`src/sv/ppa_pkg.sv`:
```
// Shared constants, codes and types of the physical page allocator.
// No dependencies; the match unit, the top level and the checker refer to it by scoped names.
package ppa_pkg;

    // Fixed field widths of the request and result channels.
    localparam int FUNC_W     = 2;
    localparam int OWNER_IN_W = 8;
    localparam int VPAGE_W    = 20;
    localparam int STATUS_W   = 2;
    localparam int PAGE_W     = 10;
    localparam int COUNT_W    = 11;
    localparam int CFG_W      = 11;
    localparam int CFG_IDX_W  = 1;

    // Operation codes carried in the func field.
    localparam logic [FUNC_W-1:0] FUNC_BEGIN  = 2'd0;
    localparam logic [FUNC_W-1:0] FUNC_ALLOC  = 2'd1;
    localparam logic [FUNC_W-1:0] FUNC_FINISH = 2'd2;
    localparam logic [FUNC_W-1:0] FUNC_FREE   = 2'd3;

    // Result status codes.
    localparam logic [STATUS_W-1:0] STATUS_OK    = 2'd0;
    localparam logic [STATUS_W-1:0] STATUS_FULL  = 2'd1;
    localparam logic [STATUS_W-1:0] STATUS_PROTO = 2'd2;

    // Configuration register indexes.
    localparam logic [CFG_IDX_W-1:0] REG_FIRST_PAGE  = 1'd0;
    localparam logic [CFG_IDX_W-1:0] REG_TOTAL_PAGES = 1'd1;

    // Decision of the match unit for one frame read back from the table.
    typedef struct packed {
        logic stop;       // allocation found its free frame
        logic owner_we;   // rewrite the owner tag of this frame
        logic vpage_we;   // rewrite the virtual page of this frame
        logic count_inc;  // frame released by a free request
    } match_ctl_t;

endpackage

```
`src/sv/ppa_match_unit.sv`:
```
// Shared compare unit: decides what happens to one frame read from the table.
// Depends on ppa_pkg for the operation codes and the match_ctl_t type.
module ppa_match_unit #(
    parameter int OWNER_BITS = 8
) (
    input  logic                          valid,
    input  logic [ppa_pkg::FUNC_W-1:0]    func,
    input  logic                          commit,
    input  logic [OWNER_BITS-1:0]         req_owner,
    input  logic [OWNER_BITS-1:0]         open_owner,
    input  logic [OWNER_BITS-1:0]         frame_owner,
    output ppa_pkg::match_ctl_t           ctl,
    output logic [OWNER_BITS-1:0]         owner_wdata
);

    localparam logic [OWNER_BITS-1:0] PENDING_TAG = '1;

    // One comparison per frame; the tag it looks for depends on the request.
    always_comb begin
        ctl         = '0;
        owner_wdata = '0;
        unique case (func)
            ppa_pkg::FUNC_ALLOC: begin
                owner_wdata  = PENDING_TAG;
                ctl.stop     = valid && (frame_owner == '0);
                ctl.owner_we = ctl.stop;
                ctl.vpage_we = ctl.stop;
            end
            ppa_pkg::FUNC_FINISH: begin
                owner_wdata  = commit ? open_owner : '0;
                ctl.owner_we = valid && (frame_owner == PENDING_TAG);
                // A commit keeps the recorded virtual page.
                ctl.vpage_we = ctl.owner_we && !commit;
            end
            ppa_pkg::FUNC_FREE: begin
                ctl.owner_we  = valid && (frame_owner == req_owner);
                ctl.vpage_we  = ctl.owner_we;
                ctl.count_inc = ctl.owner_we;
            end
            default: begin
                ctl = '0;
            end
        endcase
    end

endmodule

```
`config.mk`:
```
export PLATFORM = sky130hd
export DESIGN_NAME = ppa_match_unit
export DESIGN_NICKNAME = d
export VERILOG_FILES = /design/src/sv/ppa_pkg.sv /design/src/sv/ppa_match_unit.sv
export SDC_FILE = /design/constraint.sdc
export NUM_CORES = 1
export LEC_CHECK = 0
export BUFFER_PORTS_ARGS = -buffer_cell sky130_fd_sc_hd__buf_4
export CORE_UTILIZATION = 25
export DETAILED_ROUTE_END_ITERATION = 12
export MAX_ROUTING_LAYER = met4
export SLEW_MARGIN = 20
export SYNTH_ARGS = -nofsm -noshare
export SYNTH_HDL_FRONTEND = slang
export SYNTH_SLANG_ARGS = --single-unit
export TNS_END_PERCENT = 100
```
`constraint.sdc`:
```
create_clock -name vclk -period 1.5
set_clock_uncertainty 0.05 [all_clocks]
set_input_delay 0.3 -clock vclk [all_inputs]
set_output_delay 0.3 -clock vclk [all_outputs]
set_load 0.005 [all_outputs]
```
After elaboration in Yosys (flattened, before gate mapping)
Cells that the tools add are included.

storage, ports and cells
  register bits = 0
  bits of input ports = 28
  output and inout port bits = 12
  word-level logic and storage cells = 16

cells by class
  eq/ne operators = 5
  muxes and demuxes = 5
  reduce and logical (&&, ||, !) cells = 6

operators with widths
  kind                                                  count
  one-hot mux 8 bit (2 select lines)                    1
  equality test 8 bit                                   1
  equality test 8 bit (second input constant)           1
  zero test 8 bit                                       1
  two-way mux 8 bit                                     1
  one-hot mux 2 bit (3 select lines)                    1
  equality test 2 bit (second input constant)           2
  logical AND 1 bit                                     4
  equality test 2 x 1 -> 1 bit (second input constant)  1
  two-way mux 1 bit                                     2
  zero test 1 bit                                       1

Logic depth before layout (Yosys ltp)
  word-level depth = 4
  mapped depth = 6
  gate-level depth less buffers = 6

Least setup slack after synthesis
No wires, ideal clock.

  path type = in2out
  start = in func[1] (netlist name)
  end = out ctl[1] (netlist name)
  arrival time = 1163 ps
  data required time = 1150 ps
  setup slack = -13 ps
  stages on the path = 6
  path buffers = 1
  cell sequence = inv_1 ha_1 buf_4 nor4b_2 nand4b_1 o221ai_1

RTL lines
  item                RTL line              RTL
  start: declaration  ppa_match_unit.sv:7   input logic [ppa_pkg::FUNC_W-1:0] func,
  end: declaration    ppa_match_unit.sv:12  output ppa_pkg::match_ctl_t ctl,

==> results.ini <==
[placed_design]
placed_cell_area_um2 = 782
dp_slack_ns = -0.267
place_hpwl_mm = 1.06
routabilityCongestion = 0.883
portBuffers = 40
dpl.cell_count = 114

[power]
p_per_area_mw_per_mm2 = 251
total_power_uw = 227
worst_ir_drop_vdd_mv = 0.124
leakagePower_nw = 0.416

[global_routing]
grt-busiest-layer = met2
use_met1_pct = 23.8
met3_usage_pct = 0
antenna_found_initial = 0
gr-total-overflow = 0
grt_max_degree = 9
grt_pass1_wl_mm = 1.87
grt_use_met2_pct = 27.4
first_global_vias = 469
grt_use_total_pct = 16.5

[worst_setup_path]
max_stage_delay_ns = 0.24
end_kind = output pin
arrival_ns = 1.35
cp_slowest_cell = o211ai_1
critPathKind = input pin to output pin
crit_family = simple AND/OR/NAND/NOR gates
cp_num_buf_inv = 3
worstSetupStartpointType = input pin
critPathRequiredTime_ns = 1.15
crit_chain = buf_8 > inv_8 > ha_4 > nor4b_4 > nand4b_1 > o211ai_1 > buf_4
crit_path_max_fanout = 3

[timing]
finalSetupViolCount = 12
rsz0062_at_grt = yes
layout_setup_ws_ns = -0.204
setup_tns_ns = -1.61
post-route-period-util_pct = 114
fmax_mhz = 587
hold_slack_ns = 0.860
finalMaxSlewViolations = 0
min_period_ns = 1.70
worstMarginPinSlew_ns = 0.248
final-hold-violation-count = 0
relSlewSlack_pct = 83.3

[routing]
vias = 553
ant_nets = 0
drt-total-wl_mm = 1.30
first_pass_iters = 4
first_iter_violations = 3
drc_errors = 0
routedWlPerCell_um = 11.3
vias_per_cell = 4.81

[yosys]
netlist_area_um2 = 365
syn_avg_cell_area_um2 = 7.46
syn_nets = 81
yosysWarnings = 0
ys_seq_area_share_pct = 0
synth_cell_types = 21
syn-instance-count = 49

[job]
max_cap_viol_count = 0

[cells_and_area]
seq_area_um2 = 0
clockBufferCount = 0
syn_to_final_growth_pct = 147
fin_cells = 115
design_area_um2 = 903
fin_util_pct = 67.7
num_antenna_cells = 0
seq_cells = 0
drive_gt1_share_pct = 74.0
nNetsFinal = 134

[floorplanning]
die_y_um = 40.2
core_mm2 = 0.00133
io_pins = 40
start_util_pct = 27.4
fp.dieW_um = 40.2
row_count = 13
die_area_mm2 = 0.00162

[outcome]
status = complete, but fails checks
failed_checks = setup timing

[cts]
cts_hold_buffers = 0

[min_path]
hold_class = input pin to output pin

## layout make-up
cell class / instances / area (um2)
fill: 111 / 430
multi-input combinational: 44 / 443
timing repair buffer: 53 / 420
inverter: 3 / 21.3
tap: 15 / 18.8
## power breakdown
group          total, mW  switching, mW  internal, mW
clock network          0              0             0
logic              0.227         0.0906         0.136
registers              0              0             0
total              0.227         0.0906         0.136
## cell usage in the layout (no fill, tap or decap)
cell / netlist / layout
a21oi_2: 0 / 8
and2_4: 0 / 1
and3_1: 1 / 1
buf_4: 1 / 49
buf_6: 0 / 2
buf_8: 0 / 2
ha_1: 4 / 1
ha_4: 0 / 3
inv_2: 0 / 1
inv_4: 0 / 1
inv_8: 0 / 1
nand2_1: 1 / 1
nand3_1: 1 / 1
nand4_1: 2 / 2
nand4b_1: 2 / 2
nor2_1: 1 / 1
nor2b_1: 8 / 8
nor4_1: 2 / 2
nor4_2: 1 / 1
nor4_4: 1 / 1
nor4b_4: 0 / 1
o211ai_1: 1 / 1
o221ai_2: 0 / 1
xnor2_2: 0 / 1
xor2_1: 7 / 6
xor2_2: 0 / 1
## synth_stat cells (all sizes together)
master / count / area (um2)
a21oi: 8 / 40.0
nor2b: 8 / 50.1
xor2: 7 / 61.3
ha: 4 / 50.1
nor4: 4 / 46.3
inv: 3 / 11.3
nand4: 2 / 12.5
nand4b: 2 / 17.5
and2: 1 / 6.26
and3: 1 / 6.26
buf: 1 / 7.51
clkbuf: 1 / 3.75
nand2: 1 / 3.75
nand3: 1 / 5.00
nor2: 1 / 3.75
nor4b: 1 / 15.0
o211ai: 1 / 7.51
o221ai: 1 / 8.76
xnor2: 1 / 8.76
## cell families (layout without fill, tap and decap cells)
logic type	Yosys count	after routing	share of synthesized area, %
AOI/OAI and AO/OA	10	10	15.4
xor gates and xnor gates	8	8	19.2
adders and majority gates	4	4	13.7
buffers and inverters	5	56	6.16
and+or+nand+nor	22	22	45.5
## repair_timing
action                                 in CTS  in global routing
setup endpoints to repair                  12                 12
resized for setup                          26                  3
pin swaps                                  16                  2
setup buffers                               0                  1
endpoints found under the hold margin       0                  0
## final timing paths
path  slack [ns]  depth (start not counted)  startpoint      to
min         0.86                          3      commit  ctl[1]
max        -0.20                          7     func[1]  ctl[2]
## per-layer routing
metal	part of all wire [%]	wire, um
met5	0	0
met4	0	0
met3	2.5	32
met2	53	690
met1	44	573
No activity file was read; power rests on OpenSTA's default activity.
